`src/sv/sfh_pkg.sv`:
```
`timescale 1ns / 1ps
// ----------------------------------------------------------------------------
// sfh_pkg: shared constants, types and mixing functions of the flow hash
// Holds the hash constants, the payload types that pass between pipeline
// segments and the small functions of the hash rounds.
// ----------------------------------------------------------------------------
package sfh_pkg;

	// Hash constants of the 32-bit x86 variant.
	localparam logic [31:0] MM_C1 = 32'hcc9e2d51;
	localparam logic [31:0] MM_C2 = 32'h1b873593;
	localparam logic [31:0] MM_N  = 32'he6546b64;
	localparam logic [31:0] MM_F1 = 32'h85ebca6b;
	localparam logic [31:0] MM_F2 = 32'hc2b2ae35;

	// Total key length in bytes, folded in before the final mix.
	localparam logic [31:0] HASH_LEN = 32'd16;

	// Field widths and the input beat layout.
	localparam int ADDR_W  = 32;
	localparam int PORT_W  = 16;
	localparam int PROTO_W = 8;
	localparam int IN_W    = 104;
	localparam int OUT_W   = 32;

	// Canonical tuple: both addresses, packed ports and the protocol.
	typedef struct packed {
		logic [31:0]        addr_lo;
		logic [31:0]        addr_hi;
		logic [31:0]        ports;
		logic [PROTO_W-1:0] proto;
	} canon_t;

	// Four scrambled key blocks.
	typedef struct packed {
		logic [31:0] k0;
		logic [31:0] k1;
		logic [31:0] k2;
		logic [31:0] k3;
	} blocks_t;

	// Fixed rotations used by the rounds.
	function automatic logic [31:0] rotl15(input logic [31:0] v);
		rotl15 = {v[16:0], v[31:17]};
	endfunction

	function automatic logic [31:0] rotl13(input logic [31:0] v);
		rotl13 = {v[18:0], v[31:19]};
	endfunction

	// One body round: fold a scrambled block into the running hash.
	// The times-five is a shift and an add.
	function automatic logic [31:0] body_round(input logic [31:0] h,
			input logic [31:0] k);
		logic [31:0] r;
		r = rotl13(h ^ k);
		body_round = r + {r[29:0], 2'b00} + MM_N;
	endfunction

endpackage

```
`src/sv/sfh_kmix.sv`:
```
`timescale 1ns / 1ps
// ----------------------------------------------------------------------------
// sfh_kmix: key block scrambling
// Scrambles the four key blocks side by side in two stages: multiply by the
// first constant, then rotate and multiply by the second constant.
// ----------------------------------------------------------------------------
module sfh_kmix (
	input  logic             clk,
	input  logic             arst_n,
	input  logic             in_valid,
	output logic             in_ready,
	input  sfh_pkg::canon_t  in_data,
	output logic             out_valid,
	input  logic             out_ready,
	output sfh_pkg::blocks_t out_data
);

	logic             vld_s2;
	logic             vld_s3;
	logic             rdy_s3;
	sfh_pkg::blocks_t data_s2;
	sfh_pkg::blocks_t data_s3;

	assign rdy_s3    = !vld_s3 || out_ready;
	assign in_ready  = !vld_s2 || rdy_s3;
	assign out_valid = vld_s3;
	assign out_data  = data_s3;

	// Stage valid bits.
	always_ff @(posedge clk or negedge arst_n) begin
		if (!arst_n) begin
			vld_s2 <= 1'b0;
			vld_s3 <= 1'b0;
		end else begin
			if (in_ready) begin
				vld_s2 <= in_valid;
			end
			if (rdy_s3) begin
				vld_s3 <= vld_s2;
			end
		end
	end

	// First multiply of each block.
	always_ff @(posedge clk) begin
		if (in_ready && in_valid) begin
			data_s2.k0 <= in_data.addr_lo * sfh_pkg::MM_C1;
			data_s2.k1 <= in_data.addr_hi * sfh_pkg::MM_C1;
			data_s2.k2 <= in_data.ports * sfh_pkg::MM_C1;
			data_s2.k3 <= {24'd0, in_data.proto} * sfh_pkg::MM_C1;
		end
	end

	// Rotate and second multiply of each block.
	always_ff @(posedge clk) begin
		if (rdy_s3 && vld_s2) begin
			data_s3.k0 <= sfh_pkg::rotl15(data_s2.k0) * sfh_pkg::MM_C2;
			data_s3.k1 <= sfh_pkg::rotl15(data_s2.k1) * sfh_pkg::MM_C2;
			data_s3.k2 <= sfh_pkg::rotl15(data_s2.k2) * sfh_pkg::MM_C2;
			data_s3.k3 <= sfh_pkg::rotl15(data_s2.k3) * sfh_pkg::MM_C2;
		end
	end

endmodule

```
`config.mk`:
```
export PLATFORM = sky130hd
export DESIGN_NAME = sfh_kmix
export DESIGN_NICKNAME = d
export VERILOG_FILES = /design/src/sv/sfh_pkg.sv /design/src/sv/sfh_kmix.sv
export SDC_FILE = /design/constraint.sdc
export NUM_CORES = 2
export LEC_CHECK = 0
export ABC_AREA = 1
export BUFFER_PORTS_ARGS = -buffer_cell sky130_fd_sc_hd__buf_2
export CAP_MARGIN = 20
export CORE_MARGIN = 1.5
export CORE_UTILIZATION = 30
export CTS_BUF_LIST = sky130_fd_sc_hd__clkbuf_16
export CTS_CLUSTER_SIZE = 10
export DETAILED_ROUTE_END_ITERATION = 7
export PLACE_DENSITY = 0.54
export SLEW_MARGIN = 30
export SYNTH_ARGS = -nofsm -noshare
export SYNTH_HDL_FRONTEND = slang
export SYNTH_SLANG_ARGS = --single-unit
```
`constraint.sdc`:
```
create_clock -name clk -period 10.81 [get_ports clk]
set_clock_uncertainty 0.2 [all_clocks]
set_input_delay 2.162 -clock clk [delete_from_list [all_inputs] [get_ports clk]]
set_output_delay 2.162 -clock clk [all_outputs]
set_load 0.01 [all_outputs]
```
# After elaboration in Yosys (flattened, before gate mapping)
# Cells that the tools add are included.
[word_totals]
ram_bits = 0
out_inout_bits = 130
n_memories = 0
word_cells = 24
inputBits = 108
latch_bits = 0
mem_bits_ro = 0
register_bits = 258
[op_classes]
multipliers = 8
reduce_logical = 6
muxes = 0
order_cmp = 0
add_sub_neg = 0
bitwise_logic = 0
shifts = 0
div_mod_pow = 0
eq_ne = 0
[ops]
columns = ["op", "count"]
rows = [
  ["32-bit by 29-bit multiplier with 32-bit output (second input constant)", 4],
  ["32-bit by 31-bit multiplier with 32-bit output (second input constant)", 3],
  ["8-bit by 32-bit multiplier with 32-bit output (second input constant)", 1],
  ["1-bit logical AND", 2],
  ["1-bit zero test", 2],
  ["1-bit logical OR", 2],
]

# Longest topological paths before layout
[logic_depth]
word_depth = 4
ltp_mapped = 28
depth_no_buf = 28

# Worst setup path after synthesis
# Ideal clock, no wire load.
[synth_timing]
path_kind = "input -> register"
from = "input port out_ready"
to = "register data_s3, in the netlist out_data[0] (enable)"
arrival_ps = 8361
required_ps = 9952
setup_ps = 658
path_buffers = 0
setup_slack_ps = 1591
stages = 2
cell_sequence = "inv_1 a21oi_1"
[synth_via]
elab_chain_cells = 2
[synth_lines]
columns = ["element", "line_no", "rtl"]
rows = [
  ["start: declaration", "sfh_kmix.sv:14", "input logic out_ready,"],
  ["1-bit logical OR", "sfh_kmix.sv:24", "assign rdy_s3 = !vld_s3 || out_ready;"],
  ["1-bit logical AND", "sfh_kmix.sv:56", "if (rdy_s3 && vld_s2) begin"],
  ["end: declaration", "sfh_kmix.sv:22", "sfh_pkg::blocks_t data_s3;"],
]
# No other way between the ends.
# A chain may end at the register's enable or synchronous reset.

# Final worst setup path
[layout_timing]
from = "input port in_data[49] (netlist name)"
to = "register data_s2[94] (netlist name) (data pin)"
[layout_via]
elab_chain_cells = 1
[layout_lines]
columns = ["element", "line_no", "rtl"]
rows = [
  ["start: declaration", "sfh_kmix.sv:12", "input sfh_pkg::canon_t in_data,"],
  ["32-bit by 31-bit multiplier with 32-bit output", "sfh_kmix.sv:48", "data_s2.k1 <= in_data.addr_hi * sfh_pkg::MM_C1;"],
  ["end: declaration", "sfh_kmix.sv:21", "sfh_pkg::blocks_t data_s2;"],
]
# No other way between the ends.

==> results.tsv <==
metric	value	unit
die_h	487.5	um
clkLatencyLatePin	0.64	ns
synthToLayoutAreaGrowth	9.103	%
track_usage	0.1689	
drt_wl_total	197.1	mm
slew_headroom	0.3901	
drv_cap	0	
hold_viol_final	0	
syn_nets	10240	
synth_warnings	0	
regToRegStartpoint	data_s2[118]	
io_buffers	237	
setup_viol	0	
synth-simple-area-share	0.07570	
grt_pass1_vias	52930	
ant_nets	0	
synth_top_area_share	0.3372	
synthAdderAreaFrac	0.5947	
drtIter0Drc	2049	
cts_tree	built	
start_util	0.3022	
period_share	0.7190	
cp_slowest_stage_delay	0.55	ns
synth_top_family_by_area	adder cells	
die_area	237600	um2
cp-end-kind	flop	
synth_area	70410	um2
core	233000	um2
final_common_cell	inv_1	
hold_buffers	0	
clockRootBuffer	clkbuf_16	
status	completed	
synth_area_leaders	fa_1 (34%), ha_1 (26%), inv_1 (13%)	
rsz0062_at_grt	false	
ys_seq_area_frac	0.1099	
dp_hpwl	175.7	mm
hold_depth	2	
cp_max_fo	9	
avgSynthCellArea	9.387	um2
clk_pin_slew	0.06	ns
maxSlewViolCount	0	
crit_family	adder cells	
avgRoutedWirePerCell	18.00	um
fin_setup_tns	0	ns
synth_compound_area_frac	0.04560	
crit_path_start_kind	input pin	
synth_top_cell_by_area	fa_1	
post_cts_buffers	0	
fin_cells	10950	
arrival	7.96	ns
tightest_slew	0.9149	ns
worst-r2r-cell-count	23	
layout-drive-gt1-share	0.04303	
final_cell_mix	inv_1 (2402), ha_1 (1449), fa_1 (1186)	
crit_path_cell_trace	buf_2 > inv_1 > ha_1 > xnor2_1 > ha_1 > o21bai_1 > fa_1 > inv_1 > fa_1 > fa_1 > inv_1 > fa_1 > inv_1 > fa_1 > inv_1 > ha_1 > ha_1 > a21oi_1 > o21ai_0 > a21oi_1 > nand3_1 > nand2_1 > nand3_1 > xor2_1	
antenna_found_initial	32	
std_cell_rows	177	
grt_pass1_wl	308.1	mm
die_width	487.5	um
fin_crit	7.773	ns
hold_path.class	flop to flop	
critPathLaunch	in_data[49]	
crit_type	input pin to flop	
clock_path_buffers	3	
placedCellCount	10880	
syn_inst	7501	
required	11.00	ns
htree_levels	2	
drc	0	
cts_buffers	38	
synth-seq-cells	258	
vias	48500	
synth_cell_type_count	42	
cp.depth	24	
ctsResizeCount	0	
worstHoldStart	vld_s2	
gp_congestion	0.9257	
synth_mux_area_frac	0	
grt_max_degree	75	
synth_xor_area_frac	0.04638	
cp_num_buf_inv	6	
avgViaCountPerCell	4.429	
overflow	0	
max_freq	128.7	MHz
dr.pass1.iters	7	
cts.sinks	258	
nets	10530	
slowest_stage	fa_1	
io_pins	238	
==> registers in the layout, summed over array words and instances (netlist names) <==
name,count
out_valid,1
data_s2,128
out_data,128
vld_s2,1
==> metal layers <==
layer / vias to the layer above / GRT usage / share of wire
met4: 18 / 0.03703 / 0.020
li1: 23440 / - / -
met3: 178 / 0.01784 / 0.039
met5: - / 0 / 0.00051
met1: 24030 / 0.2370 / 0.48
met2: 828 / 0.2788 / 0.46
==> path summary, 6_finish.rpt <==
path                                 endpoint  slack, ns
worst min register to register      out_valid       0.32
max in group asynchronous              vld_s2       9.18
worst max register to register  out_data[127]       3.04
worst max-delay path              data_s2[94]       3.04
min in group asynchronous           out_valid       1.14
worst min-delay path                out_valid       0.32
==> cells by family after synthesis <==
logic type	after synthesis
flops	258
compound gates	549
fa+ha+maj	2635
buf+inv	2397
xor+xnor	372
simple gates	1290
==> metrics by stage <==
step                      setup slack (ns)  utilization  hold slack, ns  area [um2]
after global placement               2.494       0.3245          0.2967       75600
after global routing                 2.795       0.3297          0.3554       76820
after floorplan                      1.591            -          0.2471       70410
after CTS                            3.107       0.3296          0.3163       76800
after detailed placement             2.381       0.3245          0.3044       75600
final                                3.037       0.3297          0.3162       76820
==> Yosys cell counts (all sizes together) <==
cell type,count
o21ai,139
a31o,1
nand4,37
nor3,37
nand3,169
o31ai,1
xor2,233
and3,1
ha,1449
a31oi,17
a21boi,13
o221a,1
xnor2,139
a211oi,11
o21a,12
dfrtp,2
a221oi,2
nor4,11
nand2,782
o211ai,8
nor2,221
and2,1
edfxtp,256
nand2b,2
inv,2397
or2,15
o221ai,3
nand3b,14
a21o,37
o21bai,64
o2111ai,1
a21oi,239
fa,1186
==> worst min-delay path, stage by stage, from the launching register on <==
cell and delay, ns:
dfrtp_1 0.34, inv_1 0.08, nand2_1 0.07
==> cell type report <==
type,instances,area [um2]
antenna,8,20.02
clock buffer,39,975.9
clock inverter,23,217.7
fill,24250,156200
inverter,2397,9002
multi-input combinational,4846,53700
sequential,258,7737
tap,3132,3919
timing repair buffer,246,1254
Power is left out: the tool's default activity adds up to more than one toggle a clock period on the data nets, which glitch-free logic cannot reach.
