<file path="config.mk">
export PLATFORM = sky130hd
export DESIGN_NAME = sfh_fmix
export DESIGN_NICKNAME = d
export VERILOG_FILES = /design/src/sv/sfh_pkg.sv /design/src/sv/sfh_fmix.sv
export SDC_FILE = /design/constraint.sdc
export NUM_CORES = 1
export LEC_CHECK = 0
export BUFFER_PORTS_ARGS = -buffer_cell sky130_fd_sc_hd__buf_2
export CELL_PAD_IN_SITES_DETAIL_PLACEMENT = 1
export CELL_PAD_IN_SITES_GLOBAL_PLACEMENT = 1
export CORE_UTILIZATION = 57
export CTS_CLUSTER_DIAMETER = 200
export DETAILED_ROUTE_END_ITERATION = 8
export PLACE_DENSITY_LB_ADDON = 0.1
export SYNTH_ARGS = -nofsm -noshare
export SYNTH_HDL_FRONTEND = slang
export SYNTH_SLANG_ARGS = --single-unit
</file>
<file path="constraint.sdc">
create_clock -name clk -period 15.56 [get_ports clk]
set_input_delay 2.334 -clock clk [delete_from_list [all_inputs] [get_ports clk]]
set_output_delay 2.334 -clock clk [all_outputs]
set_load 0.005 [all_outputs]
</file>
<file path="src/sv/sfh_pkg.sv">
`timescale 1ns / 1ps
// ----------------------------------------------------------------------------
// sfh_pkg: shared constants, types and mixing functions of the flow hash
// Holds the hash constants, the payload types that pass between pipeline
// segments and the small functions of the hash rounds.
// ----------------------------------------------------------------------------
package sfh_pkg;

	// Hash constants of the 32-bit x86 variant.
	localparam logic [31:0] MM_C1 = 32'hcc9e2d51;
	localparam logic [31:0] MM_C2 = 32'h1b873593;
	localparam logic [31:0] MM_N  = 32'he6546b64;
	localparam logic [31:0] MM_F1 = 32'h85ebca6b;
	localparam logic [31:0] MM_F2 = 32'hc2b2ae35;

	// Total key length in bytes, folded in before the final mix.
	localparam logic [31:0] HASH_LEN = 32'd16;

	// Field widths and the input beat layout.
	localparam int ADDR_W  = 32;
	localparam int PORT_W  = 16;
	localparam int PROTO_W = 8;
	localparam int IN_W    = 104;
	localparam int OUT_W   = 32;

	// Canonical tuple: both addresses, packed ports and the protocol.
	typedef struct packed {
		logic [31:0]        addr_lo;
		logic [31:0]        addr_hi;
		logic [31:0]        ports;
		logic [PROTO_W-1:0] proto;
	} canon_t;

	// Four scrambled key blocks.
	typedef struct packed {
		logic [31:0] k0;
		logic [31:0] k1;
		logic [31:0] k2;
		logic [31:0] k3;
	} blocks_t;

	// Fixed rotations used by the rounds.
	function automatic logic [31:0] rotl15(input logic [31:0] v);
		rotl15 = {v[16:0], v[31:17]};
	endfunction

	function automatic logic [31:0] rotl13(input logic [31:0] v);
		rotl13 = {v[18:0], v[31:19]};
	endfunction

	// One body round: fold a scrambled block into the running hash.
	// The times-five is a shift and an add.
	function automatic logic [31:0] body_round(input logic [31:0] h,
			input logic [31:0] k);
		logic [31:0] r;
		r = rotl13(h ^ k);
		body_round = r + {r[29:0], 2'b00} + MM_N;
	endfunction

endpackage

</file>
<file path="src/sv/sfh_fmix.sv">
`timescale 1ns / 1ps
// ----------------------------------------------------------------------------
// sfh_fmix: final avalanche mix
// Multiplies, shift-xors, multiplies and shift-xors in three stages; the
// last stage register is the output register of the block.
// ----------------------------------------------------------------------------
module sfh_fmix (
	input  logic        clk,
	input  logic        arst_n,
	input  logic        in_valid,
	output logic        in_ready,
	input  logic [31:0] in_hash,
	output logic        out_valid,
	input  logic        out_ready,
	output logic [31:0] out_hash
);

	logic        vld_s6;
	logic        vld_s7;
	logic        vld_s8;
	logic        rdy_s7;
	logic        rdy_s8;
	logic [31:0] h_s6;
	logic [31:0] h_s7;
	logic [31:0] h_s8;
	logic [31:0] x6;

	assign rdy_s8    = !vld_s8 || out_ready;
	assign rdy_s7    = !vld_s7 || rdy_s8;
	assign in_ready  = !vld_s6 || rdy_s7;
	assign out_valid = vld_s8;
	assign out_hash  = h_s8;

	assign x6 = h_s6 ^ {13'd0, h_s6[31:13]};

	always_ff @(posedge clk or negedge arst_n) begin
		if (!arst_n) begin
			vld_s6 <= 1'b0;
			vld_s7 <= 1'b0;
			vld_s8 <= 1'b0;
		end else begin
			if (in_ready) begin
				vld_s6 <= in_valid;
			end
			if (rdy_s7) begin
				vld_s7 <= vld_s6;
			end
			if (rdy_s8) begin
				vld_s8 <= vld_s7;
			end
		end
	end

	// Multiply, shift-xor and multiply, shift-xor.
	always_ff @(posedge clk) begin
		if (in_ready && in_valid) begin
			h_s6 <= in_hash * sfh_pkg::MM_F1;
		end
		if (rdy_s7 && vld_s6) begin
			h_s7 <= x6 * sfh_pkg::MM_F2;
		end
		if (rdy_s8 && vld_s7) begin
			h_s8 <= h_s7 ^ {16'd0, h_s7[31:16]};
		end
	end

endmodule

</file>
After elaboration in Yosys (flattened, before gate mapping)
Index checks and enable logic that the tools add are counted.
{"block": "word_totals", "regBits": 99, "out_inout_bits": 34, "word_cells": 19, "inputBits": 36}
{"block": "op_classes", "reduce_logical": 9, "mul": 2, "bitwise": 2}
{"op": "$mul A32 B31 Y32 const B", "count": 1}
{"op": "$mul A32 B32 Y32 const B", "count": 1}
{"op": "$xor A32 B16 Y32", "count": 1}
{"op": "$xor A32 B19 Y32", "count": 1}
{"op": "$logic_and A1 B1 Y1", "count": 3}
{"op": "$logic_not A1 Y1", "count": 3}
{"op": "$logic_or A1 B1 Y1", "count": 3}

Depth between registers and ports, before layout
{"block": "depth", "word_depth": 5, "mapped_depth": 25, "ltp_nobuf": 25}

Least setup slack after synthesis
Ideal clock, no wire load.
{"block": "synth_timing", "path_type": "input -> register", "start": "in in_hash[10]", "end": "reg h_s6[31], data pin", "setup_time_ns": 0.260, "t_required_ns": 15.300, "setup_slack_ns": 7.291, "path_buffers": 0, "path_stages": 22, "t_arrival_ns": 8.009, "path_cell_list": "inv_1 > fa_1 > inv_1 > fa_1 > fa_1 > inv_1 > fa_1 > inv_1 > fa_1 > fa_1 > fa_1 > inv_1 > fa_1 > inv_1 > ha_1 > a21o_1 > a31o_1 > a21oi_1 > o21a_1 > a31oi_1 > a31oi_1 > xnor2_1"}
{"block": "synth_between", "elab_chain_len": 1}
{"element": "start: declaration", "line": "sfh_fmix.sv:12", "rtl": "input logic [31:0] in_hash,"}
{"element": "$mul A32 B32 Y32", "line": "sfh_fmix.sv:57", "rtl": "h_s6 <= in_hash * sfh_pkg::MM_F1;"}
{"element": "end signal: assignment", "line": "sfh_fmix.sv:57"}
{"element": "end: declaration", "line": "sfh_fmix.sv:23", "rtl": "logic [31:0] h_s6;"}
Every way passes these cells.
A chain may end at the register's enable or synchronous reset.

Worst setup path after layout
Ends and elaborated chain as after synthesis.

==> flow_summary_export.csv <==
group,metric,value,unit
run_status,run_status,"finished with violations",
run_status,violations,"DRC",
min_path,min_path_type,"register to register",
sta,clock_skew,0.0147,ns
route,first_pass_iters,7,
sta,period_minus_slack,8.49,ns
synthesis,synth_nets,2708,
worst_setup_path,cp_data_required_time,15.69,ns
job,maxCapViolCount,0,
worst_setup_path,crit_arrival,8.62,ns
final_layout,n_fill_cell,3867,
synthesis,netlist_instances,1906,
clocking,cts_buffer_depth,2,
route,vias,13400,
worst_setup_path,r2r_cells,24,
sta,finalCritPeriodShare,54.6,%
clocking,cts_setup_buffers,0,
worst_setup_path,r2r-end,"h_s7[31]$_DFFE_PP_",
min_path,holdPathStages,0,
worst_setup_path,worstSetupPathType,"primary input to register",
synthesis,synth-edff-count,96,
final_layout,drive_gt1_share,5.46,%
synthesis,yosys_most_used_dff,"edfxtp_1",
sta,worst_pin_slew,1.06,ns
die,die_w,193,um
placed_design,portBuffers,69,
route,vias_per_cell,5.44,
final_layout,final_common_cell,"inv_1",
clocking,cts_tree,"done",
clocking,numCtsBuffers,9,
placed_design,gp_congestion,0.986,
synthesis,seq_area_frac_synth,14.2,%
sta,rsz0062_at_grt,"no",
die,rows,69,
sta,setup_viol,0,
clocking,root_buffer,"clkbuf_16",
clocking,ctsResizeCount,0,
worst_setup_path,cp_max_fo,6,
worst_setup_path,max_stage_delay,0.56,ns
global_route,grt_pass1_wl,87900,um
route,final_antenna_net_count,0,
route,wl_per_cell,23.3,um
worst_setup_path,path_cells,"buf_2 > inv_1 > fa_1 > inv_1 > fa_1 > fa_1 > inv_1 > fa_1 > inv_1 > fa_1 > fa_1 > fa_1 > inv_1 > fa_1 > inv_1 > ha_1 > a21o_1 > a31o_1 > a21oi_1 > o21a_1 > a31oi_1 > a31oi_1 > xnor2_1",
sta,hold_viol,0,
final_layout,num-nets-final,2793,
synthesis,yosys_warnings,0,
die,fp.dieH,193,um
min_path,hold_end,"out_hash[21]$_DFFE_PP_",
global_route,grt_pass1_vias,15800,
clocking,h-tree-depth,3,
global_route,grt_overflow,0,
route,routed_wl,57300,um
final_layout,area_growth,6.11,%
final_layout,final_util,61.8,%
worst_setup_path,start_kind,"primary input",
die,core-area,35700,sq um
synthesis,synth_seq_cells,99,
worst_setup_path,r2r_slack,7.69,ns
die,ios,70,
worst_setup_path,path_delay_family,"adder cells",
sta,slew_violations,0,
global_route,antenna_found_initial,0,
placed_design,place_inst,2441,
final_layout,mostFrequentLayoutCells,"632 x inv_1, 392 x fa_1, 374 x ha_1, 102 x xnor2_1, 96 x edfxtp_1",
worst_setup_path,end_kind,"register",
sta,holdWs,0.481,ns
sta,fmax,118,MHz
clocking,clock-sinks,99,
die,die_area,37300,sq um
min_path,min_from,"h_s7[21]$_DFFE_PP_",
global_route,grt_usage,32.7,%
route,drc,2,
worst_setup_path,crit_top_cell,"fa_1",
synthesis,synth-async-reset-ratio,3.03,%
final_layout,num_antenna_cells,0,
worst_setup_path,slowest_stage,"fa_1",
final_layout,fin_cells,2457,
clocking,clock_latency,0.38,ns
global_route,grt_max_degree,33,
placed_design,post-dp-hpwl,52200,um
sta,finalSetupTns,0,ns
synthesis,postSynthAreaPerCell,10.9,sq um
synthesis,syn-cell-area,20800,sq um
clocking,postCtsHoldBufs,0,
route,drt_iter0_drc,488,
die,start_util,58.2,%
synthesis,synth_cell_types,59,
clocking,clk_pin_slew,0.08,ns
sta,maxSlewHeadroom,28.7,%
worst_setup_path,cp_num_buf_inv,7,
worst_setup_path,reg2reg_from,"h_s6[18]$_DFFE_PP_",
==> kinds of logic after synthesis <==
group / count (synthesis) / synth area share (%)
simple gates: 100 / 2.62
fa+ha+maj: 766 / 60.2
compound gates: 147 / 4.72
xor+xnor: 159 / 6.73
flops: 99 / 14.2
buf+inv: 635 / 11.5
==> sequential cells by signal, indices dropped and copies added (netlist names) <==
signal and cells:
h_s6 32, h_s7 32, out_hash 32, out_valid 1, vld_s6 1, vld_s7 1
==> worst max path at each step <==
| stage | from | cells after the start | end |
|---|---|---|---|
| after floorplan | in_hash[10] | 22 | h_s6[31]$_DFFE_PP_ |
| after global placement | in_hash[10] | 23 | h_s6[31]$_DFFE_PP_ |
| after detailed placement | in_hash[10] | 23 | h_s6[31]$_DFFE_PP_ |
| after CTS | in_hash[10] | 23 | h_s6[31]$_DFFE_PP_ |
| after global routing | in_hash[10] | 23 | h_s6[31]$_DFFE_PP_ |
| final | in_hash[10] | 23 | h_s6[31]$_DFFE_PP_ |
==> worst register-to-register path: cells and delay by family, from the launching register on <==
kind | cells | cell delay, ns
adder cells (fa/ha/maj) | 8 | 3.71
AO/OA/AOI/OAI | 5 | 1.22
XOR/XNOR | 2 | 1.00
buffers and inverters | 6 | 0.64
AND/OR/NAND/NOR | 3 | 0.63
flip-flops | 1 | 0.42
==> per-stage QoR <==
stage	cell area, sq um	worst slack, ns
after detailed placement	21800	6.67
final	22100	7.07
after global routing	22100	6.81
after CTS	22100	7.07
after floorplan	20800	7.29
after global placement	21800	6.87
==> synth_stat cells, types with 5 or more instances <==
library cell | count | area share [%]
a211oi_1 | 7 | 0.25
nand2_1 | 24 | 0.43
fa_1 | 392 | 38
xnor2_1 | 102 | 4.3
xor2_1 | 56 | 2.4
a21oi_1 | 55 | 1.3
a21o_1 | 16 | 0.58
o21a_1 | 6 | 0.22
nor2_1 | 20 | 0.36
o21ai_1 | 10 | 0.24
inv_1 | 632 | 11
and2_1 | 5 | 0.15
ha_1 | 374 | 22
nor2b_1 | 5 | 0.15
nand2b_1 | 8 | 0.24
edfxtp_1 | 96 | 14
o21ai_0 | 14 | 0.34
nand3_1 | 16 | 0.38
nor3_1 | 5 | 0.12
o21bai_1 | 7 | 0.25
==> cell type report <==
type                       instances  area, sq um  area share (%)
clock inverter                     7         93.8           0.425
inverter                         633         2380            10.8
clock buffer                       9          225            1.02
multi-input combinational       1172        15500            70.0
sequential                        99         2960            13.4
tap                              461          577            2.61
timing repair buffer              76          398            1.80
==> metal layers <==
layer / track usage (%) / part of all wire [%] / vias to the layer above
met4: 19.0 / 6.5 / 0
met3: 2.44 / 2.2 / 153
met2: 62.6 / 55 / 289
li1: - / - / 5999
met1: 35.2 / 36 / 6927
met5: 0 / 0 / -
Power is not shown: default switching activity piles up to over one toggle a cycle in this logic, so the estimate is an artifact.
