==> src/sv/sfh_pkg.sv <==
`timescale 1ns / 1ps
// ----------------------------------------------------------------------------
// sfh_pkg: shared constants, types and mixing functions of the flow hash
// Holds the hash constants, the payload types that pass between pipeline
// segments and the small functions of the hash rounds.
// ----------------------------------------------------------------------------
package sfh_pkg;

	// Hash constants of the 32-bit x86 variant.
	localparam logic [31:0] MM_C1 = 32'hcc9e2d51;
	localparam logic [31:0] MM_C2 = 32'h1b873593;
	localparam logic [31:0] MM_N  = 32'he6546b64;
	localparam logic [31:0] MM_F1 = 32'h85ebca6b;
	localparam logic [31:0] MM_F2 = 32'hc2b2ae35;

	// Total key length in bytes, folded in before the final mix.
	localparam logic [31:0] HASH_LEN = 32'd16;

	// Field widths and the input beat layout.
	localparam int ADDR_W  = 32;
	localparam int PORT_W  = 16;
	localparam int PROTO_W = 8;
	localparam int IN_W    = 104;
	localparam int OUT_W   = 32;

	// Canonical tuple: both addresses, packed ports and the protocol.
	typedef struct packed {
		logic [31:0]        addr_lo;
		logic [31:0]        addr_hi;
		logic [31:0]        ports;
		logic [PROTO_W-1:0] proto;
	} canon_t;

	// Four scrambled key blocks.
	typedef struct packed {
		logic [31:0] k0;
		logic [31:0] k1;
		logic [31:0] k2;
		logic [31:0] k3;
	} blocks_t;

	// Fixed rotations used by the rounds.
	function automatic logic [31:0] rotl15(input logic [31:0] v);
		rotl15 = {v[16:0], v[31:17]};
	endfunction

	function automatic logic [31:0] rotl13(input logic [31:0] v);
		rotl13 = {v[18:0], v[31:19]};
	endfunction

	// One body round: fold a scrambled block into the running hash.
	// The times-five is a shift and an add.
	function automatic logic [31:0] body_round(input logic [31:0] h,
			input logic [31:0] k);
		logic [31:0] r;
		r = rotl13(h ^ k);
		body_round = r + {r[29:0], 2'b00} + MM_N;
	endfunction

endpackage

==> src/sv/sfh_body.sv <==
`timescale 1ns / 1ps
// ----------------------------------------------------------------------------
// sfh_body: hash body rounds
// Folds the scrambled blocks into the running hash, two rounds per stage,
// then xors in the key length and applies the first shift-xor of the final mix.
// ----------------------------------------------------------------------------
module sfh_body (
	input  logic             clk,
	input  logic             arst_n,
	input  logic [31:0]      seed,
	input  logic             in_valid,
	output logic             in_ready,
	input  sfh_pkg::blocks_t in_data,
	output logic             out_valid,
	input  logic             out_ready,
	output logic [31:0]      out_hash
);

	logic        vld_s4;
	logic        vld_s5;
	logic        rdy_s5;
	logic [31:0] h_s4;
	logic [31:0] k2_s4;
	logic [31:0] k3_s4;
	logic [31:0] h_s5;
	logic [31:0] h_tail;

	assign rdy_s5    = !vld_s5 || out_ready;
	assign in_ready  = !vld_s4 || rdy_s5;
	assign out_valid = vld_s5;
	assign out_hash  = h_s5;

	// Last two rounds, key length and the first shift-xor.
	always_comb begin
		h_tail = sfh_pkg::body_round(sfh_pkg::body_round(h_s4, k2_s4), k3_s4);
		h_tail = h_tail ^ sfh_pkg::HASH_LEN;
		h_tail = h_tail ^ {16'd0, h_tail[31:16]};
	end

	always_ff @(posedge clk or negedge arst_n) begin
		if (!arst_n) begin
			vld_s4 <= 1'b0;
			vld_s5 <= 1'b0;
		end else begin
			if (in_ready) begin
				vld_s4 <= in_valid;
			end
			if (rdy_s5) begin
				vld_s5 <= vld_s4;
			end
		end
	end

	// First two rounds from the seed.
	always_ff @(posedge clk) begin
		if (in_ready && in_valid) begin
			h_s4  <= sfh_pkg::body_round(sfh_pkg::body_round(seed, in_data.k0),
				in_data.k1);
			k2_s4 <= in_data.k2;
			k3_s4 <= in_data.k3;
		end
	end

	always_ff @(posedge clk) begin
		if (rdy_s5 && vld_s4) begin
			h_s5 <= h_tail;
		end
	end

endmodule

==> config.mk <==
export PLATFORM = sky130hd
export DESIGN_NAME = sfh_body
export DESIGN_NICKNAME = d
export VERILOG_FILES = /design/src/sv/sfh_pkg.sv /design/src/sv/sfh_body.sv
export SDC_FILE = /design/constraint.sdc
export NUM_CORES = 1
export LEC_CHECK = 0
export BUFFER_PORTS_ARGS = -buffer_cell sky130_fd_sc_hd__buf_2
export CORE_MARGIN = 8
export CORE_UTILIZATION = 29
export CTS_CLUSTER_DIAMETER = 150
export DETAILED_ROUTE_END_ITERATION = 10
export PLACE_DENSITY = 0.49
export SETUP_SLACK_MARGIN = 0.05
export SLEW_MARGIN = 20
export SYNTH_ARGS = -nofsm -noshare
export SYNTH_HDL_FRONTEND = slang
export SYNTH_SLANG_ARGS = --single-unit
==> constraint.sdc <==
create_clock -name clk -period 11.6 [get_ports clk]
set_input_delay 0.58 -clock clk [delete_from_list [all_inputs] [get_ports clk]]
set_output_delay 0.58 -clock clk [all_outputs]
set_load 0.02 [all_outputs]
### After elaboration in Yosys (flattened, before gate mapping)

Cells that the tools add are included.

* add/sub/neg operators: 8
* $mul: 0
* divide/modulo/power cells: 0
* $lt $le $gt $ge: 0
* equality and inequality tests: 0
* shift-type cells: 0
* muxes and demuxes: 0
* bitwise logic cells: 6
* reductions and logical operators: 6

Operators with widths (number)
* adder 32 bit: 4
* adder 32 bit, second input constant: 4
* XOR 32 bit: 4
* XOR 32 x 16 -> 32 bit: 1
* logical AND 1 bit: 2
* zero test 1 bit: 2
* logical OR 1 bit: 2
* NOT 1 bit: 1

* bits in registers: 130
* latch bits: 0
* bits in writable memories: 0
* ROM bits: 0
* output and inout bits: 34
* logic and storage cells: 26
* memories kept: 0

### Longest topological paths before layout

* depth in word-level cells: 8
* gate-level depth with buffers: 28
* gate-level depth less buffers: 28

### Worst setup path after synthesis

OpenSTA, ideal clock, no wires.

* kind: register -> register
* start point: register k2_s4[22]
* end point: register h_s5[15] (netlist: out_hash[15]) (data pin)
* setup time: 0.262 ns
* arrival: 5.489 ns
* slack: 5.849 ns
* cell stages (with the launch flop): 26
* buffers on the path: 0
* clock period less this slack: 5.751 ns
* cells stage by stage: edfxtp_1 xnor2_1 inv_1 ha_1 ha_1 fa_1 a21oi_1 o21ai_1 a21oi_1 o21ai_1 a21oi_2 o211ai_1 a221oi_4 nor2_1 a311oi_1 ha_1 ha_1 and3_1 a221oi_1 nor3_1 a2111o_1 nand2_2 o21ai_2 a311oi_2 xnor2_1 xnor2_1

* word-level cells in the longest chain between the ends: 7

Ends and longest elaborated chain
* start, declared: line sfh_body.sv:23 `logic [31:0] k2_s4;`
* start signal, assigned: line sfh_body.sv:59 `k2_s4 <= in_data.k2;`
* XOR 32 bit: line sfh_pkg.sv:56 `r = rotl13(h ^ k);`
* adder 32 bit (2 in a row): line sfh_pkg.sv:57 `body_round = r + {r[29:0], 2'b00} + MM_N;`
* XOR 32 bit: line sfh_pkg.sv:56
* adder 32 bit (2 in a row): line sfh_pkg.sv:57
* XOR 32 x 16 -> 32 bit: line sfh_body.sv:37 `h_tail = h_tail ^ {16'd0, h_tail[31:16]};`
* net h_tail[15]: line sfh_body.sv:26 `logic [31:0] h_tail;`
* end signal, assigned: line sfh_body.sv:66 `h_s5 <= h_tail;`
* end, declared: line sfh_body.sv:25 `logic [31:0] h_s5;`

The timed path passes the listed nets, and every way through them passes these cells.
A chain may end at the register's enable or synchronous reset.

### Final worst setup path

* start point: register k2_s4[20]
* end point: register h_s5[15] (netlist: out_hash[15]) (data pin)

Same word-level chain as after synthesis.

==> flow_metrics.py <==
metrics = {
    "drt": {
        "first_pass_iters": 4,
        "vias": 9615,
        "drt_iter0_drc": 376,
        "postRouteAntennaNets": 0,
        "vias_per_cell": 4.52,
        "drc": 0,
        "routed_wl_mm": 32.0,
        "wl_per_cell_microns": 15.0,
    },
    "synthesis": {
        "synthXorXnorAreaFrac_pct": 18.8,
        "synth-compound-area-share_pct": 15.7,
        "ys_types": 65,
        "synthSimpleGateAreaFrac_pct": 7.98,
        "syn_nets": 1693,
        "synth_ff_type": "edfxtp_1",
        "synth_top_area_cell": "edfxtp_1",
        "synth_top_area_share_pct": 30.0,
        "muxShareOfSynthArea_pct": 0,
        "syn-cell-area_sq_um": 12800,
        "syn_inst": 1310,
        "yosysWarnings": 0,
        "async_reset_ff_share_pct": 1.54,
        "yosysSeqAreaShare_pct": 30.4,
        "synth_top_family_by_area": "adder cells",
        "synth.area.top_cells": "edfxtp_1 (30%), ha_1 (21%), xnor2_1 (11%)",
        "avgSynthCellArea_sq_um": 9.78,
        "ys_ff_latch": 130,
        "synth_fa_ha_area_share_pct": 21.6,
        "synth_edf_count": 128,
    },
    "hold_path": {
        "hold_end": "k3_s4[2]",
        "hold_class": "primary input to flop",
        "whs_path_depth": 1,
        "min-delay-start": "in_data[2]",
    },
    "sta": {
        "finalMaxSlewViolations": 0,
        "max_freq_mhz": 147,
        "tightest_slew_ns": 0.902,
        "skew_ns": 0.0133,
        "grt_setup_unrepaired": "false",
        "fin_crit_ns": 6.81,
        "fin_crit_sh_pct": 58.7,
        "fin_setup_tns_ns": 0,
        "hold_viol": 0,
        "setup_violations": 0,
        "max_slew_margin_pct": 39.9,
    },
    "place": {
        "port_buffers": 197,
        "dp_hpwl_mm": 27.6,
        "gp_congestion": 0.841,
    },
    "floorplanning": {
        "io_pins": 198,
        "die_area_sq_um": 51100,
        "start_util_pct": 29.2,
        "die_y_microns": 226,
        "core_region_area_sq_um": 43900,
        "chipWidth_microns": 226,
        "fp-row-count": 77,
    },
    "final_layout": {
        "nNetsFinal": 1906,
        "fillCellCount": 4573,
        "syn_to_final_growth_pct": 18.6,
        "drive_gt1_share_pct": 16.2,
    },
    "clock_network": {
        "cts_num_sinks": 130,
        "root_buffer": "clkbuf_16",
        "clk_pin_slew_ns": 0.07,
        "numCtsBuffers": 17,
        "clock_latency_ns": 0.43,
        "cts_tree": "yes",
        "ctsResizeCount": 0,
        "clock_path_buffers": 2,
        "htreeDepth": 4,
    },
    "grt": {
        "grt_max_degree": 73,
        "grt_use_total_pct": 12.5,
        "grt_util_met3_pct": 2.53,
        "overflow": 0,
        "top_usage_layer": "met2",
        "use_met2_pct": 22.4,
        "antenna_found_initial": 4,
        "grt_pass1_vias": 10076,
        "gr-usage-met1_pct": 15.0,
        "grt_first_pass_wirelength_mm": 50.9,
    },
    "run": {
        "maxCapViolations": 0,
    },
    "critical_path": {
        "startpoint_type": "flop",
        "r2r_start": "k2_s4[20]",
        "critPathCaptureType": "flop",
        "crit_fanout": 6,
        "crit_type": "flop to flop",
        "required_ns": 11.76,
        "rr_endpoint": "out_hash[15]",
        "worst_ep_arrival_time_ns": 6.97,
        "r2r_cells": 24,
        "r2r_slack_ns": 4.79,
    },
    "status": {
        "status": "complete, no violations",
    },
}
[stage by stage]
| stage | util [%] | setup slack, ns | hold WS (ns) | area, sq um | std cells |
|---|---|---|---|---|---|
| after floorplan | - | 5.85 | 0.284 | 12800 | 1310 |
| after global placement | 33.1 | 4.82 | 0.367 | 14500 | 2095 |
| after detailed placement | 33.1 | 4.73 | 0.370 | 14500 | 2095 |
| after CTS | 34.6 | 4.71 | 0.293 | 15200 | 2127 |
| after global routing | 34.6 | 4.38 | 0.294 | 15200 | 2127 |
| final | 34.6 | 4.79 | 0.321 | 15200 | 2128 |
[layout make-up]
class | count | area [sq um] | area share, %
repair buffers | 200 | 1010 | 6.65
flip-flops and latches | 130 | 3890 | 25.6
inverters | 181 | 679 | 4.47
clock inverters | 14 | 226 | 1.49
diodes | 1 | 2.50 | 0.0165
well taps | 592 | 741 | 4.88
multi-input cells | 993 | 8210 | 54.1
clock buffers | 17 | 425 | 2.80
[layer usage]
| layer | vias up | wire, microns |
|---|---|---|
| met5 | - | 38 |
| li1 | 5037 | - |
| met4 | 6 | 488 |
| met3 | 29 | 1390 |
| met1 | 4352 | 14400 |
| met2 | 191 | 15700 |
[cell families (layout without fill, tap and decap cells)]
group | count (synthesis) | after routing
other | 0 | 1
xor gates and xnor gates | 273 | 273
adders and majority gates | 219 | 219
and+or+nand+nor | 203 | 203
DFF | 130 | 130
AOI/OAI and AO/OA | 298 | 298
buffers and inverters | 187 | 412
[flip-flops by register name, summed over array words and instances, names as in the netlist]
name       flops
k2_s4         32
out_valid      1
out_hash      32
k3_s4         32
vld_s4         1
h_s4          32
[cell usage in the layout (no fill, tap or decap), types with 8 or more instances in the layout]
master,n
and3_1,12
buf_2,197
o21ai_0,26
nand3_1,12
o211ai_1,9
o21a_1,16
clkbuf_16,17
o21bai_1,19
nand4_1,8
edfxtp_1,128
a31oi_1,9
nor3_1,19
a21o_1,58
a21oi_1,86
inv_1,181
nand2_1,48
nor2_1,43
nor2b_1,14
ha_1,215
o21ai_1,17
and2_1,9
nand2b_1,12
xor2_1,106
xnor2_1,166
[Yosys cell counts (7+ instances only)]
library cell,number
a21o_1,58
a21oi_1,86
a31oi_1,9
and2_1,10
and3_1,12
edfxtp_1,128
ha_1,215
inv_1,181
nand2_1,48
nand2b_1,12
nand3_1,12
nand4_1,8
nor2_1,43
nor2b_1,14
nor3_1,19
o211ai_1,9
o21a_1,16
o21ai_0,26
o21ai_1,17
o21bai_1,19
o31ai_1,7
or3_1,7
xnor2_1,166
xor2_1,106
[worst max path at each step]
stage / startpoint / to / slack (ns) / cells after the start
2_1_floorplan: k2_s4[22] / out_hash[15] / 5.85 / 25
3_3_place_gp: k2_s4[20] / out_hash[15] / 4.82 / 24
3_5_place_dp: k2_s4[20] / out_hash[15] / 4.73 / 24
4_1_cts: k2_s4[20] / out_hash[15] / 4.71 / 24
5_1_grt: k2_s4[22] / out_hash[15] / 4.38 / 25
6_report: k2_s4[20] / out_hash[15] / 4.79 / 24
[what timing repair did]
item                      CTS  global route
hold endpoints to repair    2             0
setup buffers               0             0
hold buffers                1             0
[worst max-delay path, cell delays in order, from the launching register on]
cell,delay [ns]
edfxtp_1,0.37
xor2_1,0.36
ha_1,0.31
ha_1,0.22
fa_1,0.45
a21oi_1,0.22
o21ai_1,0.11
a21oi_1,0.32
o21ai_1,0.19
a21oi_2,0.36
o211ai_1,0.25
a221oi_4,0.39
nor2_1,0.10
a311oi_1,0.31
ha_1,0.29
ha_1,0.37
and3_1,0.20
a221oi_1,0.33
nor3_1,0.09
a2111o_1,0.44
nand2_2,0.11
o21ai_2,0.11
a311oi_2,0.29
xnor2_1,0.24
xnor2_1,0.12
Power is not shown: default switching activity piles up to over one toggle a cycle in this logic, so the estimate is an artifact.
