## src/sv/sfh_pkg.sv

```systemverilog
`timescale 1ns / 1ps
// ----------------------------------------------------------------------------
// sfh_pkg: shared constants, types and mixing functions of the flow hash
// Holds the hash constants, the payload types that pass between pipeline
// segments and the small functions of the hash rounds.
// ----------------------------------------------------------------------------
package sfh_pkg;

	// Hash constants of the 32-bit x86 variant.
	localparam logic [31:0] MM_C1 = 32'hcc9e2d51;
	localparam logic [31:0] MM_C2 = 32'h1b873593;
	localparam logic [31:0] MM_N  = 32'he6546b64;
	localparam logic [31:0] MM_F1 = 32'h85ebca6b;
	localparam logic [31:0] MM_F2 = 32'hc2b2ae35;

	// Total key length in bytes, folded in before the final mix.
	localparam logic [31:0] HASH_LEN = 32'd16;

	// Field widths and the input beat layout.
	localparam int ADDR_W  = 32;
	localparam int PORT_W  = 16;
	localparam int PROTO_W = 8;
	localparam int IN_W    = 104;
	localparam int OUT_W   = 32;

	// Canonical tuple: both addresses, packed ports and the protocol.
	typedef struct packed {
		logic [31:0]        addr_lo;
		logic [31:0]        addr_hi;
		logic [31:0]        ports;
		logic [PROTO_W-1:0] proto;
	} canon_t;

	// Four scrambled key blocks.
	typedef struct packed {
		logic [31:0] k0;
		logic [31:0] k1;
		logic [31:0] k2;
		logic [31:0] k3;
	} blocks_t;

	// Fixed rotations used by the rounds.
	function automatic logic [31:0] rotl15(input logic [31:0] v);
		rotl15 = {v[16:0], v[31:17]};
	endfunction

	function automatic logic [31:0] rotl13(input logic [31:0] v);
		rotl13 = {v[18:0], v[31:19]};
	endfunction

	// One body round: fold a scrambled block into the running hash.
	// The times-five is a shift and an add.
	function automatic logic [31:0] body_round(input logic [31:0] h,
			input logic [31:0] k);
		logic [31:0] r;
		r = rotl13(h ^ k);
		body_round = r + {r[29:0], 2'b00} + MM_N;
	endfunction

endpackage

```

## src/sv/sfh_canon.sv

```systemverilog
`timescale 1ns / 1ps
// ----------------------------------------------------------------------------
// sfh_canon: endpoint ordering stage
// Puts the endpoint with the smaller address first, or on equal addresses
// the one with the smaller or equal port, and registers the canonical tuple.
// ----------------------------------------------------------------------------
module sfh_canon (
	input  logic                        clk,
	input  logic                        arst_n,
	input  logic                        in_valid,
	output logic                        in_ready,
	input  logic [sfh_pkg::ADDR_W-1:0]  src_addr,
	input  logic [sfh_pkg::ADDR_W-1:0]  dst_addr,
	input  logic [sfh_pkg::PORT_W-1:0]  src_port,
	input  logic [sfh_pkg::PORT_W-1:0]  dst_port,
	input  logic [sfh_pkg::PROTO_W-1:0] proto,
	output logic                        out_valid,
	input  logic                        out_ready,
	output sfh_pkg::canon_t             out_data
);

	logic            vld_s1;
	sfh_pkg::canon_t data_s1;
	logic            src_first;
	sfh_pkg::canon_t canon;

	// The stage takes a beat when it is empty or its content moves on.
	assign in_ready  = !vld_s1 || out_ready;
	assign out_valid = vld_s1;
	assign out_data  = data_s1;

	// Endpoint order and packing of the canonical words.
	always_comb begin
		if (src_addr != dst_addr) begin
			src_first = src_addr < dst_addr;
		end else begin
			src_first = src_port <= dst_port;
		end
		if (src_first) begin
			canon.addr_lo = src_addr;
			canon.addr_hi = dst_addr;
			canon.ports   = {src_port, dst_port};
		end else begin
			canon.addr_lo = dst_addr;
			canon.addr_hi = src_addr;
			canon.ports   = {dst_port, src_port};
		end
		canon.proto = proto;
	end

	always_ff @(posedge clk or negedge arst_n) begin
		if (!arst_n) begin
			vld_s1 <= 1'b0;
		end else if (in_ready) begin
			vld_s1 <= in_valid;
		end
	end

	always_ff @(posedge clk) begin
		if (in_ready && in_valid) begin
			data_s1 <= canon;
		end
	end

endmodule

```

## config.mk

```make
export PLATFORM = sky130hd
export DESIGN_NAME = sfh_canon
export DESIGN_NICKNAME = d
export VERILOG_FILES = /design/src/sv/sfh_pkg.sv /design/src/sv/sfh_canon.sv
export SDC_FILE = /design/constraint.sdc
export NUM_CORES = 1
export LEC_CHECK = 0
export BUFFER_PORTS_ARGS = -buffer_cell sky130_fd_sc_hd__buf_2
export CORE_MARGIN = 2
export CORE_UTILIZATION = 54
export CTS_CLUSTER_DIAMETER = 200
export DETAILED_ROUTE_END_ITERATION = 7
export GPL_TIMING_DRIVEN = 0
export PLACE_DENSITY = 0.84
export SLEW_MARGIN = 40
export SYNTH_ARGS = -nofsm -noshare
export SYNTH_HDL_FRONTEND = slang
export SYNTH_SLANG_ARGS = --single-unit
```

## constraint.sdc

```tcl
create_clock -name clk -period 3.9 [get_ports clk]
set_clock_uncertainty 0.1 [all_clocks]
set_input_delay 0.585 -clock clk [delete_from_list [all_inputs] [get_ports clk]]
set_output_delay 0.585 -clock clk [all_outputs]
set_load 0.01 [all_outputs]
```

Word level (Yosys, flattened, before mapping)
Index checks and enable logic that the tools add are counted.
{"block": "classes", "n_reduce_logical": 3, "eq_ne": 1, "magnitude_cmp": 2, "muxes": 2}
{"operator": "2-to-1 mux 96 bit", "count": 1}
{"operator": "less-than comparator 32 bit", "count": 1}
{"operator": "inequality test 32 bit", "count": 1}
{"operator": "<= comparator 16 bit", "count": 1}
{"operator": "logical AND 1 bit", "count": 1}
{"operator": "logical NOT 1 bit", "count": 1}
{"operator": "logical OR 1 bit", "count": 1}
{"operator": "2-to-1 mux 1 bit", "count": 1}
{"block": "word_totals", "output_inout_bits": 106, "ff_bits": 105, "input_bits": 108}

Logic depth before layout (Yosys ltp)
{"block": "logic_depth", "ltp_word": 3, "ltp_mapped": 12, "depth_no_buf": 8}

Least setup slack after synthesis
Ideal clock, no wire load.
{"block": "synth_timing", "path_type": "input to register", "from": "in out_ready", "to": "reg data_s1, in the netlist out_data[0], enable pin", "t_arrival_ns": 3.205, "required_ns": 3.325, "setup_ns": 0.475, "path_slack_ns": 0.120, "cell_stages": 2, "n_path_buf": 0, "path_cell_list": "nand2b_1 and2_1"}
{"block": "synth_between", "elab_chain_len": 2}
{"element": "from (decl)", "line_no": "sfh_canon.sv:18", "rtl": "input logic out_ready,"}
{"element": "logical OR 1 bit", "line_no": "sfh_canon.sv:28", "rtl": "assign in_ready = !vld_s1 || out_ready;"}
{"element": "logical AND 1 bit", "line_no": "sfh_canon.sv:60", "rtl": "if (in_ready && in_valid) begin"}
{"element": "to (signal assigned)", "line_no": "sfh_canon.sv:61", "rtl": "data_s1 <= canon;"}
{"element": "to (decl)", "line_no": "sfh_canon.sv:23", "rtl": "sfh_pkg::canon_t data_s1;"}
No other way between the ends.
A chain may end at the register's enable or synchronous reset.

==> results.md <==
* Detail Route Antenna Nets at 0
* Post-Synth Simple-Gate Area at 23.84%
* Minimum clock period after layout at 3.529 ns
* Layout cells sized above 1 at 21.93%
* Most instantiated library cell after synthesis: sky130_fd_sc_hd__nand4_1
* Final period util at 90.49%
* Launch point of the critical path: dst_port[15]
* Portion of synthesized cell area occupied by the leading cell type at 41.15%
* Largest net degree at the start of global routing at 48
* Worst setup path endpoint: out_data[63]
* VDD IR max at 211.2 uV
* Iteration count of the initial detailed-routing pass at 8
* CTS tree: done
* GR Overflow Total at 0
* Share of total power in sequential cells at 46.8%
* H-tree level count at 3
* Highest Clock Rate at 0.2833 GHz
* Count of fill cells added during filler insertion at 1,137
* Crit path kind: in -> reg
* DR WL/cell at 19.24 um
* Xor-xnor portion of the synthesized cell area at 0%
* Number of gates resized after CTS at 0
* Overall routing resource usage at 32.70%
* Distinct cells, synth at 35
* Worst-case setup slack after placement at 0.1611 ns
* Power per standard cell area at 324.2 nW/um^2
* Initial drt markers at 1,214
* Post-synthesis instance area at 7589 sq um
* Maximum clock insertion buffer count at 2
* Capture instance of the worst register-to-register path: out_data[63]
* Internal power at 2.095 mW
* Core area at 13,830 sq um
* Number of buffers added on ports at 213
* Final hold vios at 0
* Cell at the root of the clock tree: sky130_fd_sc_hd__clkbuf_16
* Vias post-DR at 8,185
* Clock insertion delay at the later pin of the skew report at 0.36 ns
* Cell type contributing the most total cell area after synthesis: sky130_fd_sc_hd__edfxtp_1
* Kind of path behind the tightest hold check: in -> reg
* # DRC at 0
* Utilization after layout at 66.51%
* Boundary Pins at 214
* Die H at 122.5 um
* Slew at the pin closest to its max-slew limit at 0.6494 ns
* Clk pin slew, worst setup/hold paths at 0.07 ns
* Wire length of the first global-routing pass at 38.18 mm
* Arrival time of data at the critical path endpoint at 3.61 ns
* Final #Nets at 1,243
* Type of origin of the critical path: input pin
* Drt via density at 6.445
* Share of flip-flops with an asynchronous set or reset at 0.9524%
* Average cell area after synthesis at 8.834 sq um
* Total power at 2.982 mW
* Routed WL at 24.44 mm
* Final WS setup at 0.3708 ns
* Initial core utilization at 54.88%
* Final Setup Violations at 0
* Via count of the first global-routing pass at 7,495
* Prevailing post-synth register cell: sky130_fd_sc_hd__edfxtp_1
* HPWL after DPL at 17.60 mm
* Proportion of power drawn by the clock network at 27.6%
* Data required time at the worst endpoint at 3.98 ns
* Reported max-cap violation count at 0
* Number of buffers added by the clock tree synthesis step at 9
* Relative slew slack at 56.45%
* RSZ-0062 raised after global routing: false
* Sinks on Clock Net at 105
* Ranking of synthesized cells by area: sky130_fd_sc_hd__edfxtp_1 (41%), sky130_fd_sc_hd__o211ai_1 (9.6%), sky130_fd_sc_hd__nand4_1 (8.8%), sky130_fd_sc_hd__ha_1 (7.9%), sky130_fd_sc_hd__nand3_1 (6.7%)
* Horizontal extent of the die at 122.5 um
* Synth warn at 0
* Outcome: finished clean
* Logic gate share of total power at 25.5%
* Startpoint of the lowest-slack register-to-register path: out_valid
* Compound-cell area share of the yosys netlist at 19.16%
* Seq/Total Area, Yosys at 41.48%
* Initial antenna violation count at 0
* Die area at 15,020 sq um
* Highest fanout seen on the critical path at 10
* Most numerous cell types in the synthesized netlist: sky130_fd_sc_hd__nand4_1 (107), sky130_fd_sc_hd__edfxtp_1 (104), sky130_fd_sc_hd__nand3_1 (101), sky130_fd_sc_hd__o21ai_0 (101), sky130_fd_sc_hd__o211ai_1 (97)
* FF-to-FF setup slack at 2.25 ns
* Post-synth EDFFs at 104
* Total count of max-transition violations in the final report at 0
* Mux share of post-synthesis cell area at 0%
* Area growth from synthesis to layout at 21.19%
* Setup Fix Bufs, Post-CTS at 0
* Hold buffer count at CTS at 1
* Main combinational cell family by area after synthesis: simple AND/OR/NAND/NOR gates
* Diodes inserted at 0
* Cell count after synthesis at 859
* Mapped Nets at 1,015
* Power spent charging and discharging nets at 0.8862 mW
* Total number of placement rows at 43
* Worst Reg2Reg Path Length in Cells at 3
* Critical Path Sink Type: flip-flop
* Switching share of total power at 29.72%
* Weighted congestion at the end of routability-driven global placement at 0.9557
* Flip-flop and latch count after synthesis at 105
* Leakage power at 3.643 nW
* Post-synthesis adder-cell area fraction at 7.914%
[final cells by class]
type / count / area, sq um / area share (%)
clock inverter: 4 / 22.52 / 0.2449
inverter: 50 / 187.7 / 2.041
buffer: 93 / 389.1 / 4.231
sequential: 105 / 3148 / 34.23
clock buffer: 10 / 229.0 / 2.490
timing repair buffer: 217 / 1120 / 12.18
tap: 180 / 225.2 / 2.449
multi-input combinational: 611 / 3875 / 42.14
[power groups by stage]
| stage | Sequential, mW | Combinational, mW | Clock, mW |
|---|---|---|---|
| after global routing | 1.40 | 0.841 | 0.881 |
| after global placement | 1.43 | 0.721 | 0 |
| final | 1.40 | 0.761 | 0.824 |
| after floorplan | 1.48 | 0.392 | 0 |
| after CTS | 1.40 | 0.750 | 0.833 |
| after detailed placement | 1.42 | 0.743 | 0 |
[cells by family (layout without fill, tap and decap cells)]
family                   after synthesis  in the layout
AO/OA/AOI/OAI                        232            232
adder cells (fa/ha/maj)               48             48
buffers and inverters                143            374
flip-flops                           105            105
AND/OR/NAND/NOR                      331            331
[how the worst min path moves through the flow]
| stage | endpoint | slack, ns | start | cells past startpoint |
|---|---|---|---|---|
| after floorplan | out_valid | 0.19 | arst_n | 0 |
| after global placement | out_valid | 0.26 | arst_n | 1 |
| after detailed placement | out_valid | 0.27 | arst_n | 1 |
| after CTS | out_data[2] | 0.29 | proto[2] | 1 |
| after global routing | out_data[1] | 0.29 | proto[1] | 1 |
| final | out_data[2] | 0.30 | proto[2] | 1 |
[sequential cells by signal, indices dropped and copies added, names as in the netlist]
| name | cells |
|---|---|
| out_valid | 1 |
| out_data | 104 |
[placed cells by master (no fill, tap or decap), types with 3 or more instances in the layout]
cell | netlist | layout
sky130_fd_sc_hd__buf_2 | 2 | 215
sky130_fd_sc_hd__nand4_1 | 107 | 107
sky130_fd_sc_hd__edfxtp_1 | 104 | 104
sky130_fd_sc_hd__o21ai_0 | 101 | 101
sky130_fd_sc_hd__nand3_1 | 101 | 101
sky130_fd_sc_hd__o211ai_1 | 97 | 97
sky130_fd_sc_hd__clkbuf_1 | 83 | 84
sky130_fd_sc_hd__nor2_1 | 52 | 52
sky130_fd_sc_hd__inv_1 | 50 | 50
sky130_fd_sc_hd__nor2b_1 | 49 | 49
sky130_fd_sc_hd__ha_1 | 48 | 48
sky130_fd_sc_hd__a21oi_1 | 20 | 19
sky130_fd_sc_hd__nand2_1 | 10 | 10
sky130_fd_sc_hd__clkbuf_16 | 0 | 9
sky130_fd_sc_hd__buf_6 | 5 | 5
sky130_fd_sc_hd__buf_1 | 3 | 4
sky130_fd_sc_hd__a21o_1 | 3 | 3
sky130_fd_sc_hd__nor3_1 | 3 | 3
sky130_fd_sc_hd__nand2b_1 | 3 | 3
[layer usage]
layer,vias to the layer above,track usage (%),wire [um]
li1,3739,-,-
met1,3784,45.26,9794
met2,581,50.10,10970
met3,81,5.716,2702
met4,0,15.16,970
met5,-,0,0
[through the flow]
stage	cells	cell area, sq um	hold WS (ns)	setup TNS, ns
6_report	1270	9196	0.2978	0
3_5_place_dp	1255	8931	0.2654	0
3_3_place_gp	1252	8880	0.2597	-78.78
4_1_cts	1270	9193	0.2916	0
5_1_grt	1270	9196	0.2930	0
2_1_floorplan	859	7589	0.1894	0
[critical path, stage by stage]
cell                       delay (ns)
sky130_fd_sc_hd__buf_2           0.12
sky130_fd_sc_hd__inv_1           0.06
sky130_fd_sc_hd__ha_1            0.31
sky130_fd_sc_hd__nand4_1         0.17
sky130_fd_sc_hd__nor3_1          0.45
sky130_fd_sc_hd__a22oi_1         0.21
sky130_fd_sc_hd__a311oi_2        0.58
sky130_fd_sc_hd__buf_2           0.37
sky130_fd_sc_hd__clkbuf_1        0.46
sky130_fd_sc_hd__nand3_1         0.14
sky130_fd_sc_hd__o211ai_1        0.14
(Power assumes the default switching activity.)
